### src/rtl/csm_pkg.sv
// Shared types and constants for the clock step multiplier.
// Used by the controller, the datapath and the top level; no dependencies.
package csm_pkg;

  // Configuration register indexes
  localparam int unsigned CFG_IDX_W  = 2;
  localparam int unsigned CFG_DATA_W = 32;
  localparam logic [CFG_IDX_W-1:0] REG_UNITS_PER_SECOND = 2'd0;
  localparam logic [CFG_IDX_W-1:0] REG_MULTIPLICATION   = 2'd1;
  localparam logic [CFG_IDX_W-1:0] REG_MIN_TRIGGER_GAP  = 2'd2;

  // Field widths fixed by the interface
  localparam int unsigned STAMP_W = 32;
  localparam int unsigned MULT_W  = 8;
  localparam int unsigned COUNT_W = 8;

  // Reset values
  localparam logic [CFG_DATA_W-1:0] UPS_RESET    = 32'd1000;
  localparam logic [MULT_W-1:0]     MULT_RESET   = 8'd2;
  localparam logic [CFG_DATA_W-1:0] PERIOD_RESET = UPS_RESET * 60 / 120;
  localparam logic [COUNT_W-1:0]    COUNT_MAX    = 8'd255;

  // Iterations for the remainder division (8 bit by 8 bit product)
  localparam int unsigned SHORT_ITERS = 16;

  // Controller to datapath commands
  typedef struct packed {
    logic load;       // capture the input beat
    logic prep;       // apply step bookkeeping when the item is a step
    logic div_start;  // launch the divider
    logic div_short;  // remainder division instead of period division
    logic cap_q;      // register the whole-quotient part of the offset
    logic finish;     // commit state and load the result register
    logic sub;        // a sub-step falls due with this item
  } cmd_t;

  // Datapath to controller status
  typedef struct packed {
    logic armed;       // sub-steps remain
    logic div_busy;    // divider still iterating
    logic since_gt_q;  // time since last sub-step exceeds period / mult
    logic out_free;    // result register can take a beat
  } status_t;

endpackage

### src/rtl/csm_if.sv
// Handshake channels of the clock step multiplier: input items and results.
// Depends on csm_pkg for the field widths.
interface csm_item_if;
  import csm_pkg::*;
  logic               valid;
  logic               ready;
  logic               mode;
  logic [STAMP_W-1:0] elapsed_time;

  modport source (output valid, mode, elapsed_time, input ready);
  modport sink   (input valid, mode, elapsed_time, output ready);
endinterface

interface csm_result_if;
  import csm_pkg::*;
  logic               valid;
  logic               ready;
  logic               trigger;
  logic [COUNT_W-1:0] buffered;

  modport source (output valid, trigger, buffered, input ready);
  modport sink   (input valid, trigger, buffered, output ready);
endinterface

### src/rtl/csm_div.sv
// Restoring divider, one quotient bit per cycle, by an 8 bit divisor.
// Depends on csm_pkg; used by the datapath.
module csm_div
  import csm_pkg::*;
#(
  parameter int unsigned W = 32
) (
  input  logic              clk,
  input  logic              rst,
  input  logic              start,
  input  logic              short_run,
  input  logic [W-1:0]      dividend,
  input  logic [MULT_W-1:0] divisor,
  output logic              busy,
  output logic [W-1:0]      quo,
  output logic [MULT_W-1:0] rem
);

  localparam int unsigned CNT_W = $clog2(W + 1);

  logic [CNT_W-1:0]  cnt;
  logic [MULT_W-1:0] dvsr;
  logic [MULT_W:0]   rem_sh;
  logic              ge;

  assign busy   = (cnt != '0);
  assign rem_sh = {rem, quo[W-1]};
  assign ge     = (rem_sh >= {1'b0, dvsr});

  always_ff @(posedge clk) begin
    if (rst) begin
      cnt <= '0;
    end else if (start) begin
      cnt <= short_run ? CNT_W'(SHORT_ITERS) : CNT_W'(W);
    end else if (busy) begin
      cnt <= cnt - CNT_W'(1);
    end
  end

  always_ff @(posedge clk) begin
    if (start) begin
      quo  <= dividend;
      rem  <= '0;
      dvsr <= divisor;
    end else if (busy) begin
      quo <= {quo[W-2:0], ge};
      rem <= ge ? MULT_W'(rem_sh - {1'b0, dvsr}) : rem_sh[MULT_W-1:0];
    end
  end

endmodule

### src/rtl/csm_dp.sv
// Datapath: configuration, timing state, offset arithmetic and result register.
// Depends on csm_pkg and csm_div; driven by csm_ctrl through cmd_t.
module csm_dp
  import csm_pkg::*;
#(
  parameter int unsigned TIME_BITS = 32
) (
  input  logic                  clk,
  input  logic                  rst,
  input  cmd_t                  cmd,
  output status_t               status,
  input  logic                  cfg_wr_en,
  input  logic [CFG_IDX_W-1:0]  cfg_index,
  input  logic [CFG_DATA_W-1:0] cfg_data,
  input  logic                  in_mode,
  input  logic [STAMP_W-1:0]    in_time,
  output logic                  out_valid,
  input  logic                  out_ready,
  output logic                  out_trigger,
  output logic [COUNT_W-1:0]    out_buffered
);

  localparam int unsigned T     = TIME_BITS;
  localparam int unsigned GAP_W = (TIME_BITS > CFG_DATA_W) ? TIME_BITS : CFG_DATA_W;

  logic [MULT_W-1:0]     mult;
  logic [CFG_DATA_W-1:0] min_gap;
  logic [T-1:0]          step_period;
  logic [T-1:0]          last_step_time;
  logic [T-1:0]          last_substep_time;
  logic [T-1:0]          last_trigger_time;
  logic [COUNT_W-1:0]    substeps_left;
  logic [COUNT_W-1:0]    pending;
  logic                  seen_step;
  logic                  mode_r;
  logic [T-1:0]          now_r;
  logic [T-1:0]          qidx;

  logic [MULT_W-1:0]     m_eff;
  logic [MULT_W-1:0]     idx;
  logic [T-1:0]          since;
  logic [T-1:0]          gap_now;
  logic [COUNT_W+1:0]    prep_sum;
  logic [COUNT_W-1:0]    p1;
  logic                  fire;
  logic [COUNT_W-1:0]    p_final;
  logic [T+MULT_W-1:0]   qprod;
  logic [2*MULT_W-1:0]   rprod;
  logic [T-1:0]          div_dividend;
  logic                  div_busy;
  logic [T-1:0]          div_quo;
  logic [MULT_W-1:0]     div_rem;

  assign m_eff    = (mult == '0) ? MULT_W'(1) : mult;
  assign idx      = m_eff - substeps_left;
  assign since    = now_r - last_substep_time;
  assign gap_now  = now_r - last_trigger_time;
  assign prep_sum = (COUNT_W+2)'(pending) + (COUNT_W+2)'(substeps_left) + (COUNT_W+2)'(1);
  assign qprod    = (T+MULT_W)'(div_quo) * (T+MULT_W)'(idx);
  assign rprod    = (2*MULT_W)'(div_rem) * (2*MULT_W)'(idx);

  // Remainder division sits at the top of the dividend so 16 steps finish it
  assign div_dividend = cmd.div_short ? (T'(rprod) << (T - SHORT_ITERS)) : step_period;

  always_comb begin
    p1 = pending;
    if (cmd.sub && pending != COUNT_MAX) begin
      p1 = pending + COUNT_W'(1);
    end
    fire    = (p1 != '0) && (GAP_W'(gap_now) > GAP_W'(min_gap));
    p_final = fire ? p1 - COUNT_W'(1) : p1;
  end

  assign status.armed      = (substeps_left != '0);
  assign status.div_busy   = div_busy;
  assign status.since_gt_q = (since > div_quo);
  assign status.out_free   = !out_valid || out_ready;

  csm_div #(.W(T)) u_div (
    .clk       (clk),
    .rst       (rst),
    .start     (cmd.div_start),
    .short_run (cmd.div_short),
    .dividend  (div_dividend),
    .divisor   (m_eff),
    .busy      (div_busy),
    .quo       (div_quo),
    .rem       (div_rem)
  );

  // Configuration registers; the rate register reloads the step period
  always_ff @(posedge clk) begin
    if (rst) begin
      mult    <= MULT_RESET;
      min_gap <= '0;
    end else if (cfg_wr_en) begin
      unique case (cfg_index)
        REG_MULTIPLICATION:  mult    <= cfg_data[MULT_W-1:0];
        REG_MIN_TRIGGER_GAP: min_gap <= cfg_data;
        default: ;
      endcase
    end
  end

  always_ff @(posedge clk) begin
    if (cmd.load) begin
      mode_r <= in_mode;
      now_r  <= T'(in_time);
    end
    if (cmd.cap_q) begin
      qidx <= qprod[T-1:0];
    end
  end

  always_ff @(posedge clk) begin
    if (rst) begin
      step_period       <= T'(PERIOD_RESET);
      last_step_time    <= '0;
      last_substep_time <= '0;
      last_trigger_time <= '0;
      substeps_left     <= '0;
      pending           <= '0;
      seen_step         <= 1'b0;
    end else begin
      if (cfg_wr_en && cfg_index == REG_UNITS_PER_SECOND) begin
        step_period <= T'(cfg_data >> 1);
      end else if (cmd.prep && mode_r && seen_step) begin
        step_period <= now_r - last_step_time;
      end
      if (cmd.prep && mode_r) begin
        pending           <= (prep_sum > (COUNT_W+2)'(COUNT_MAX)) ?
                             COUNT_MAX : prep_sum[COUNT_W-1:0];
        substeps_left     <= m_eff - MULT_W'(1);
        last_step_time    <= now_r;
        last_substep_time <= now_r;
        seen_step         <= 1'b1;
      end
      if (cmd.finish) begin
        pending <= p_final;
        if (cmd.sub) begin
          last_substep_time <= last_step_time + qidx + div_quo;
          substeps_left     <= substeps_left - COUNT_W'(1);
        end
        if (fire) begin
          last_trigger_time <= now_r;
        end
      end
    end
  end

  // Result register
  always_ff @(posedge clk) begin
    if (rst) begin
      out_valid <= 1'b0;
    end else if (cmd.finish) begin
      out_valid <= 1'b1;
    end else if (out_ready) begin
      out_valid <= 1'b0;
    end
  end

  always_ff @(posedge clk) begin
    if (cmd.finish) begin
      out_trigger  <= fire;
      out_buffered <= p_final;
    end
  end

endmodule

### src/rtl/csm_ctrl.sv
// Controller: sequences one item through step update, divisions and commit.
// Depends on csm_pkg; drives csm_dp through cmd_t.
module csm_ctrl
  import csm_pkg::*;
(
  input  logic    clk,
  input  logic    rst,
  input  logic    in_valid,
  output logic    in_ready,
  input  status_t status,
  output cmd_t    cmd
);

  typedef enum logic [6:0] {
    S_IDLE   = 7'b0000001,
    S_PREP   = 7'b0000010,
    S_CHECK  = 7'b0000100,
    S_DIV1   = 7'b0001000,
    S_CMP    = 7'b0010000,
    S_DIV2   = 7'b0100000,
    S_FINISH = 7'b1000000
  } state_t;

  state_t state, state_next;
  logic   sub_hit, sub_hit_next;

  assign in_ready = (state == S_IDLE);

  always_comb begin
    state_next   = state;
    sub_hit_next = sub_hit;
    cmd          = '0;
    unique case (state)
      S_IDLE: begin
        if (in_valid) begin
          cmd.load   = 1'b1;
          state_next = S_PREP;
        end
      end
      S_PREP: begin
        cmd.prep   = 1'b1;
        state_next = S_CHECK;
      end
      S_CHECK: begin
        sub_hit_next = 1'b0;
        if (status.armed) begin
          cmd.div_start = 1'b1;
          state_next    = S_DIV1;
        end else begin
          state_next = S_FINISH;
        end
      end
      S_DIV1: begin
        if (!status.div_busy) begin
          state_next = S_CMP;
        end
      end
      S_CMP: begin
        if (status.since_gt_q) begin
          cmd.div_start = 1'b1;
          cmd.div_short = 1'b1;
          cmd.cap_q     = 1'b1;
          sub_hit_next  = 1'b1;
          state_next    = S_DIV2;
        end else begin
          state_next = S_FINISH;
        end
      end
      S_DIV2: begin
        if (!status.div_busy) begin
          state_next = S_FINISH;
        end
      end
      S_FINISH: begin
        if (status.out_free) begin
          cmd.finish = 1'b1;
          cmd.sub    = sub_hit;
          state_next = S_IDLE;
        end
      end
      default: state_next = S_IDLE;
    endcase
  end

  always_ff @(posedge clk) begin
    if (rst) begin
      state   <= S_IDLE;
      sub_hit <= 1'b0;
    end else begin
      state   <= state_next;
      sub_hit <= sub_hit_next;
    end
  end

endmodule

### src/rtl/clock_step_multiplier.sv
// Clock step multiplier. Each input beat carries a wrapping timestamp and is
// either a time update (mode 0) or an incoming step (mode 1). A step measures
// the period since the previous step, buffers one trigger plus any sub-steps
// still left from the previous step, and arms multiplication-1 sub-steps,
// each of which adds a trigger when its evenly divided point of the period
// has passed. Every input beat yields exactly one result beat: trigger is 1
// when a buffered trigger is released (at most one per item, and only when
// the time since the last release exceeds min_trigger_gap), and buffered is
// the count still waiting, saturating at 255. Items are handled one at a
// time. With sub-steps armed the shared one-bit-per-cycle divider computes
// period / multiplication; when a sub-step falls due it runs again for the
// remainder share of the offset. A finished result sits in an output
// register, so the next item is accepted while it waits; the commit stalls
// only if the previous result is still untaken. Configuration
// (units_per_second, multiplication, min_trigger_gap at indexes 0..2) is to
// be written by the user only while idle; the block itself does not enforce
// it. A units_per_second write reloads the step period with half its value.
// Depends on csm_pkg, csm_if, csm_ctrl and csm_dp.
module clock_step_multiplier
  import csm_pkg::*;
#(
  parameter int unsigned TIME_BITS = 32
) (
  input  logic                  clk,
  input  logic                  rst,
  csm_item_if.sink              item,
  csm_result_if.source          result,
  input  logic                  cfg_wr_en,
  input  logic [CFG_IDX_W-1:0]  cfg_index,
  input  logic [CFG_DATA_W-1:0] cfg_data
);

  cmd_t    cmd;
  status_t status;
  logic    item_ready;

  // Input beats are taken only while the controller is idle
  assign item.ready = item_ready;

  csm_ctrl u_ctrl (
    .clk      (clk),
    .rst      (rst),
    .in_valid (item.valid),
    .in_ready (item_ready),
    .status   (status),
    .cmd      (cmd)
  );

  // Timing state, divider and result register live in the datapath
  csm_dp #(.TIME_BITS(TIME_BITS)) u_dp (
    .clk          (clk),
    .rst          (rst),
    .cmd          (cmd),
    .status       (status),
    .cfg_wr_en    (cfg_wr_en),
    .cfg_index    (cfg_index),
    .cfg_data     (cfg_data),
    .in_mode      (item.mode),
    .in_time      (item.elapsed_time),
    .out_valid    (result.valid),
    .out_ready    (result.ready),
    .out_trigger  (result.trigger),
    .out_buffered (result.buffered)
  );

endmodule

### src/flat_wrapper.sv
// flat-port wrapper written by rule: the top's interface ports become plain ports
module clock_step_multiplier_flat import csm_pkg::*;
#(
  parameter int unsigned TIME_BITS = 32
)
  (clk, rst, cfg_wr_en, cfg_index, cfg_data, item_valid, item_mode, item_elapsed_time, item_ready, result_valid, result_trigger, result_buffered, result_ready);
  csm_item_if item_i ();
  csm_result_if result_i ();
  input  logic clk;
  input  logic rst;
  input  logic cfg_wr_en;
  input  logic [CFG_IDX_W-1:0] cfg_index;
  input  logic [CFG_DATA_W-1:0] cfg_data;
  input wire logic [$bits(item_i.valid)-1:0] item_valid;
  input wire logic [$bits(item_i.mode)-1:0] item_mode;
  input wire logic [$bits(item_i.elapsed_time)-1:0] item_elapsed_time;
  output wire logic [$bits(item_i.ready)-1:0] item_ready;
  output wire logic [$bits(result_i.valid)-1:0] result_valid;
  output wire logic [$bits(result_i.trigger)-1:0] result_trigger;
  output wire logic [$bits(result_i.buffered)-1:0] result_buffered;
  input wire logic [$bits(result_i.ready)-1:0] result_ready;
  assign item_i.valid = item_valid;
  assign item_i.mode = item_mode;
  assign item_i.elapsed_time = item_elapsed_time;
  assign item_ready = item_i.ready;
  assign result_valid = result_i.valid;
  assign result_trigger = result_i.trigger;
  assign result_buffered = result_i.buffered;
  assign result_i.ready = result_ready;
  clock_step_multiplier #(.TIME_BITS(TIME_BITS)) u_core (.clk(clk), .rst(rst), .item(item_i), .result(result_i), .cfg_wr_en(cfg_wr_en), .cfg_index(cfg_index), .cfg_data(cfg_data));
endmodule
### config.mk
export PLATFORM = sky130hd
export DESIGN_NAME = clock_step_multiplier_flat
export DESIGN_NICKNAME = d
export VERILOG_FILES = /design/src/rtl/csm_pkg.sv /design/src/rtl/csm_if.sv /design/src/rtl/csm_div.sv /design/src/rtl/csm_dp.sv /design/src/rtl/csm_ctrl.sv /design/src/rtl/clock_step_multiplier.sv /design/src/flat_wrapper.sv
export SDC_FILE = /design/constraint.sdc
export NUM_CORES = 2
export LEC_CHECK = 0
export BUFFER_PORTS_ARGS = -buffer_cell sky130_fd_sc_hd__buf_2
export CORE_ASPECT_RATIO = 0.75
export CORE_MARGIN = 1
export CORE_UTILIZATION = 30
export CTS_CLUSTER_SIZE = 24
export DETAILED_ROUTE_END_ITERATION = 16
export PLACE_DENSITY = 0.57
export RECOVER_POWER = 100
export SETUP_SLACK_MARGIN = 0.1
export SYNTH_ARGS = -nofsm -noshare
export SYNTH_HDL_FRONTEND = slang
export SYNTH_SLANG_ARGS = --single-unit
### constraint.sdc
create_clock -name clk -period 6.8 [get_ports clk]
set_input_delay 0.68 -clock clk [delete_from_list [all_inputs] [get_ports clk]]
set_output_delay 0.68 -clock clk [all_outputs]
set_load 0.02 [all_outputs]
==> out/qor.yml <==
r2r_cells: 30
synth_async_sr_flop_share_pct: 0
track_usage_pct: 17.34
syn_nets: 4091
max_freq_mhz: 140.4
antenna_cells: 0
drive_gt1_share_pct: 11.99
synthToLayoutAreaGrowth_pct: 16.56
clock-sinks: 322
ant_nets: 0
rr_endpoint: "u_core.u_dp.qidx[31]"
port_buffers: 82
synth_warnings: 0
syn-cell-area_mm2: 0.03050
start_util_pct: 30.51
vias: 25002
min_path_type: "input pin to register"
crit_start: "u_core.u_dp.mult[5]"
coreArea_mm2: 0.09997
peakVddDrop_uv: 411.7
grt_first_pass_wirelength_um: 140900
grt_overflow: 0
r2r_slack_ps: -320
rr_startpoint: "u_core.u_dp.mult[5]"
violations: "negative setup slack"
final_common_cell: "inv_1"
synth_area_per_cell_um2: 8.730
first_pass_iters: 6
holdWs_ps: 241.7
report.final.slew_viol_count: 0
final.period_utilization_pct: 104.8
synth_cell_types: 90
min_to: "u_core.u_dp.now_r[20]"
ys_top_cells_by_area: "fa_1 15%, dfxtp_1 14%, ha_1 12%"
critPathMaxStageDelay_ps: 570
worst_path_max_delay_cell: "fa_1"
cts-root-buf: "clkbuf_16"
criticalPathCategory: "register to register"
dieArea_mm2: 0.1030
yosysSeqAreaShare_pct: 24.87
hold_start: "item_elapsed_time[20]"
skew_ps: 23.08
die_w_um: 370.2
place_ws_ps: -509.3
min_path_cells: 1
cp-end-kind: "register"
drc: 0
rows: 100
fillers: 10174
layout_common_cells: "399 x inv_1, 342 x nand2_1, 285 x ha_1"
relSlewSlack_pct: 24.01
drtIter0Drc: 1770
grt_pass1_vias: 23902
num-nets-final: 4265
clk_latency_ps: 610
post-dp-hpwl_um: 70710
worstPathArrival_ps: 7460
wl_um: 90110
fin_ws_ps: -323.1
cts_tree: "done"
maxCapViolCount: 0
cts_inserted_buffers: 43
grt_max_degree: 88
via_per_inst: 4.972
antenna_found_initial: 0
crit_top_cell: "fa_1"
final_cells: 5029
status: "finished with violations"
hold_violations: 0
cts.path.max_buffers: 3
crit_fanout: 8
rsz0062_at_grt: "yes"
routedWlPerCell_um: 17.92
synth_edf_count: 114
netlist_instances: 3494
power_density_mw_per_mm2: 483.4
synth_top_area_share_pct: 15.10
cts_hold_buf: 0
p_leak_nw: 14.73
setup_viol: 16
dieHeight_um: 278.1
start_kind: "register"
tightest_slew_ps: 1134
min_period_ps: 7123
clk_pin_slew_worst_paths_ps: 60
synth-seq-cells: 322
worstPathRequired_ps: 7140
synthFlopType: "dfxtp_1"
ios: 83
cts.htree.levels: 2
finalWeightedCongestion: 0.8635
synth_area_leader_cell: "fa_1"
dpl.cell_count: 4928
## metrics by stage
stage	TNS [ps]	cell area (µm²)	power, mW	utilization [%]
after floorplan	-973.2	30610	9.860	-
after global placement	-5415	33510	13.55	33.52
after detailed placement	-5135	33510	13.60	33.52
after CTS	-2586	35230	16.55	35.24
after global routing	-8434	35550	18.72	35.56
final	-2576	35550	17.19	35.56
## critical path, delay by kind of cell, from the launching register on
kind / cells / cell delay (ps)
flops: 1 / 320
compound gates: 9 / 1450
xor+xnor: 2 / 330
fa+ha+maj: 7 / 2770
simple gates: 10 / 1710
buf+inv: 2 / 270
## Yosys cell counts, drive strengths merged (12+ instances only)
cell type and count:
nand2b 104, and3 27, a22oi 13, or3 24, a21boi 12, a21o 70, nor3 81, nor2b 34
xor2 46, dfxtp 208, edfxtp 114, mux2i 48, nand2 345, inv 400, o21bai 19, clkbuf 123
a311oi 41, o21a 30, nand4 24, ha 295, xnor2 134, o21ai 145, and2 158, o211ai 28
a211oi 33, fa 230, nor2 232, o31ai 21, a211o 13, a31oi 17, a21oi 243, nand3 44
## registers in the layout, summed over array words and instances (netlist names), 32 cells and up
register	cells
u_core.u_dp.last_step_time	32
u_core.u_dp.now_r	32
u_core.u_dp.u_div.quo	32
u_core.u_dp.min_gap	32
u_core.u_dp.last_substep_time	32
u_core.u_dp.step_period	32
u_core.u_dp.last_trigger_time	32
u_core.u_dp.qidx	32
## repair_timing
action,CTS,global route
resized for setup,28,58
endpoints found under the hold margin,0,0
cloned,0,1
buffers inserted,16,5
pin swaps,28,28
endpoints found under the setup margin,22,29
## cell families after synthesis
| kind of cell | Yosys count | share of synthesized area, % |
|---|---|---|
| adders and majority gates | 525 | 27.20 |
| muxes | 49 | 1.612 |
| DFF | 322 | 24.87 |
| and+or+nand+nor | 1127 | 18.40 |
| buffers and inverters | 532 | 6.604 |
| AOI/OAI and AO/OA | 758 | 16.07 |
| xor gates and xnor gates | 181 | 5.242 |
## worst max-delay path by stage
stage | endpoint | slack, ps | depth (start not counted)
after floorplan | u_core.u_dp.qidx[31] | -290 | 28
after global placement | u_core.u_dp.qidx[31] | -560 | 30
after detailed placement | u_core.u_dp.qidx[31] | -510 | 30
after CTS | u_core.u_dp.qidx[31] | -350 | 30
after global routing | u_core.u_dp.qidx[31] | -620 | 31
final | u_core.u_dp.qidx[31] | -320 | 30
## area by class of cell
| type | count | area (µm²) | area share [%] |
|---|---|---|---|
| clock buffer | 53 | 1175 | 3.305 |
| clock inverter | 27 | 289.0 | 0.8130 |
| inverter | 401 | 1505 | 4.234 |
| multi-input combinational | 2640 | 21410 | 60.22 |
| sequential | 322 | 7590 | 21.35 |
| tap | 1326 | 1659 | 4.667 |
| timing repair buffer | 260 | 1926 | 5.416 |
## layer usage
layer	wire, µm	track usage (%)
met4	1458	3.020
met5	0	0
met2	35410	23.99
met1	46690	27.63
met3	6550	2.995
## where the power goes
part           total, mW  internal, mW  switching, mW
clock               2.40          1.40          0.999
combinational       11.8          5.64           6.13
sequential          3.02          2.55          0.469
No activity file was read; power rests on OpenSTA's default activity.
